==> src/hdl/sphm_ram.sv <==
// generic simple dual-port ram with registered read
module sphm_ram #(
  parameter int WIDTH = 8,
  parameter int DEPTH = 16
) (
  input  logic                     clk,
  input  logic                     we,
  input  logic [$clog2(DEPTH)-1:0] waddr,
  input  logic [WIDTH-1:0]         wdata,
  input  logic [$clog2(DEPTH)-1:0] raddr,
  output logic [WIDTH-1:0]         rdata_r
);

  logic [WIDTH-1:0] mem [DEPTH];

  always_ff @(posedge clk) begin
    if (we) begin
      mem[waddr] <= wdata;
    end
    rdata_r <= mem[raddr];
  end

endmodule

==> config.mk <==
export PLATFORM = sky130hd
export DESIGN_NAME = sphm_ram
export DESIGN_NICKNAME = d
export VERILOG_FILES = /design/src/hdl/sphm_ram.sv
export SDC_FILE = /design/constraint.sdc
export NUM_CORES = 1
export LEC_CHECK = 0
export BUFFER_PORTS_ARGS = -buffer_cell sky130_fd_sc_hd__buf_2
export CAP_MARGIN = 15
export CORE_MARGIN = 2
export CORE_UTILIZATION = 33
export DETAILED_ROUTE_END_ITERATION = 7
export GPL_ROUTABILITY_DRIVEN = 0
export PLACE_DENSITY_LB_ADDON = 0.12
export SKIP_LAST_GASP = 1
export SLEW_MARGIN = 10
export SYNTH_ARGS = -nofsm -noshare
export SYNTH_HDL_FRONTEND = slang
export SYNTH_SLANG_ARGS = --single-unit
==> constraint.sdc <==
create_clock -name clk -period 3.9 [get_ports clk]
set_input_delay 0.78 -clock clk [delete_from_list [all_inputs] [get_ports clk]]
set_output_delay 0.78 -clock clk [all_outputs]
set_load 0.02 [all_outputs]
==> summary.txt <==
Status
  • Status: finished, final reports clean

Floorplan
  • Die height: 129 um
  • Starting Density: between 30 and 40%
  • Core outline area: 15200 um^2
  • Horizontal extent of the die: between 100 and 150 um
  • Die Footprint: 16600 um^2
  • Number of standard-cell rows in the floorplan: 45
  • Num ports: 26

Cells and area
  • Multi-input combinational cell area: 1060 um^2
  • Proportion of layout cells with a drive suffix above 1: 29.5%
  • Sequential cell area in the final layout: 4000 um^2
  • Final core utilization: 40.2%
  • Area added between synthesis and finish: 18.6%
  • Fillcell total: 1383
  • Antenna Diode Count: 0
  • Layout net count: 294

Global routing
  • Pin count of the biggest net entering global routing: 27
  • GR Util All Layers: 14.5%
  • Grt ovf: 0
  • Number of global-route vias before repair: approximately 2.5k
  • Wire length of the first global-routing pass: 16.2 mm
  • Number of antenna violations at the first check in global routing: 0

Yosys
  • Top cells by area in the synthesized netlist: edfxtp_1 75%, mux4_2 7.9%, mux4_1 7.1%
  • Mean instance size in the synthesized netlist: between 20 and 25 um^2
  • Synthesized net count: 247
  • Number of warnings issued by yosys: 0
  • Yosys cell types: 19
  • Post-Syn Area: between 5000 and 6000 um^2
  • Sequential-to-total area share from yosys stat: 77.8%
  • Largest area contributor in the netlist: edfxtp_1
  • Seq cells post-synth: 136
  • Gate count after technology mapping: between 200 and 250
  • Share of the synthesized area in the top cell type: around 75%

STA
  • Worst slew slack as a fraction of its limit: a little over a quarter
  • Fraction of the cycle the final worst path needs: 59.9%
  • Unrepaired setup endpoints after global routing: no
  • Fin Clk Skew: about 0.0046 ns
  • Total negative slack: 0 ns
  • Final Slew Violations: 0
  • Number of hold violations in the final report: 0
  • Final Setup Violations: 0
  • Transition at the pin with the smallest max-transition slack: between 1 and 1.5 ns
  • Top achievable clock speed: 428 MHz
  • Final critical path time including I/O delays and setup: ~2.3 ns

Setup path
  • Critical setup path kind: in -> reg
  • Arrival @ worst endpoint: 2.63 ns
  • Maximum fanout along the worst path: 22
  • CP endpoint kind: register
  • Data required time of the worst path: around 4.2 ns
  • Startpoint class of the critical path: input port

CTS
  • CTS-repair resized insts: 0
  • H-tree levels: 4
  • CTS clock-pin slew for the worst setup and hold paths: 0.06 ns
  • Clock tree root buffer cell: clkbuf_16
  • Postcts setup bufs: 0
  • Clock Sink Count: 136
  • Number of clock buffers inserted by TritonCTS: 17
  • Count of hold buffers inserted by post-cts repair: 0
  • CTS tree: done
  • Max clock buf depth: 2
  • Clock latency at the later pin of the worst-skew pair: a little over 0.4 ns

Placement
  • HPWL after detailed placement: 6.98 mm
  • Buffers added on ports: 25

Detailed routing
  • Via density: between 5 and 6
  • Post-route ant nets: 0
  • Number of vias in the routed layout: 2387
  • Drc violations: 0
  • Drt first-iter violations: about 220
  • TritonRoute pass-1 iters: 4
  • Wirelength, routed: 10.9 mm
  • Routed len/inst: 22.9 um

Job
  • Number of max-cap violations: 0

Power and ir drop
  • Pwr/cell area: 553 nW/um^2
  • Peak supply drop: ~0.00031 V
  • Static leakage: 2.04 nW
  • Total Power Consumption: roughly 3.4 mW

Min path
  • Type of the tightest min-delay check: reg -> reg
==> cell usage in the layout (no fill, tap or decap), types with 2 or more instances in the layout <==
| master | netlist | routed |
|---|---|---|
| a22oi_1 | 16 | 16 |
| nor3_1 | 4 | 4 |
| nand2_1 | 9 | 9 |
| clkinv_4 | 0 | 3 |
| clkinv_2 | 0 | 2 |
| mux4_1 | 14 | 14 |
| bufinv_16 | 0 | 3 |
| edfxtp_1 | 128 | 128 |
| clkinv_1 | 0 | 2 |
| clkbuf_16 | 0 | 17 |
| nand2b_1 | 2 | 2 |
| mux4_2 | 18 | 18 |
| nand3b_1 | 2 | 2 |
| buf_4 | 1 | 13 |
| buf_2 | 3 | 25 |
| clkinvlp_4 | 0 | 3 |
| dfxtp_1 | 8 | 8 |
| nor2_1 | 13 | 13 |
==> kinds of logic after synthesis <==
kind of cell,share of synthesized area [%]
AO/OA/AOI/OAI,2.33
buffers and inverters,1.68
flip-flops,77.8
multiplexers,15.0
AND/OR/NAND/NOR,3.18
==> where the power goes <==
part / total [mW] / internal [mW] / leakage (nW) / switching, mW
clock: 1.57 / 0.995 / 0.277 / 0.576
sequential: 1.64 / 1.63 / 1.22 / 0.00840
combinational: 0.161 / 0.0629 / 0.538 / 0.0985
total: 3.38 / 2.69 / 2.04 / 0.683
==> sequential cells by signal (all words and copies together), names as in the netlist <==
signal   cells
rdata_r      8
mem        128
==> final cells by class <==
type                    instances  area share, %
flip-flops and latches        136           65.6
multi-input cells              83           17.3
clock buffers                  18           7.03
well taps                     188           3.85
repair buffers                 38           3.65
clock inverters                13           2.56
==> cell usage after synthesis, drive strengths merged <==
master and count:
nand3b 2, buf 7, nand2b 2, dfxtp 8
clkdlybuf4s25 3, and2 1, nand3 1, nor3 4
edfxtp 128, nand2 9, nor2 13, a22oi 16
nor2b 1, mux4 32, or3b 1, and2b 1
==> critical path: stages <==
cell	delay, ns
buf_2	0.59
buf_4	0.28
mux4_1	0.56
a22oi_1	0.31
nand2_1	0.09
==> per-layer routing <==
layer  GRT usage (%)  part of all wire (%)  wire length [um]  up-vias
met1            19.4                    49              5320     1234
li1                -                     -                 -     1073
met2            22.5                    46              5020       69
met3            4.82                   4.1               446       11
met4            4.99                   1.1               125        0
met5               0                     0                 0        -
==> worst paths after layout <==
check	from	end	slack, ns	depth (start not counted)
worst max-delay path	raddr[0]	rdata_r[1]	1.56	5
worst min-delay path	mem[14][2]	rdata_r[2]	0.68	3
worst max register to register	mem[3][4]	rdata_r[4]	2.45	3
worst min register to register	mem[14][2]	rdata_r[2]	0.68	3
==> metrics by stage <==
stage | setup slack, ns | area [um^2] | hold slack [ns] | instances
6_report | 1.56 | 6100 | 0.678 | 476
3_5_place_dp | 1.06 | 5520 | 0.663 | 445
3_3_place_gp | 1.05 | 5520 | 0.658 | 445
2_1_floorplan | 1.63 | 5150 | 0.629 | 229
4_1_cts | 1.51 | 6100 | 0.680 | 476
5_1_grt | 1.42 | 6100 | 0.703 | 476
(Power assumes the default switching activity.)
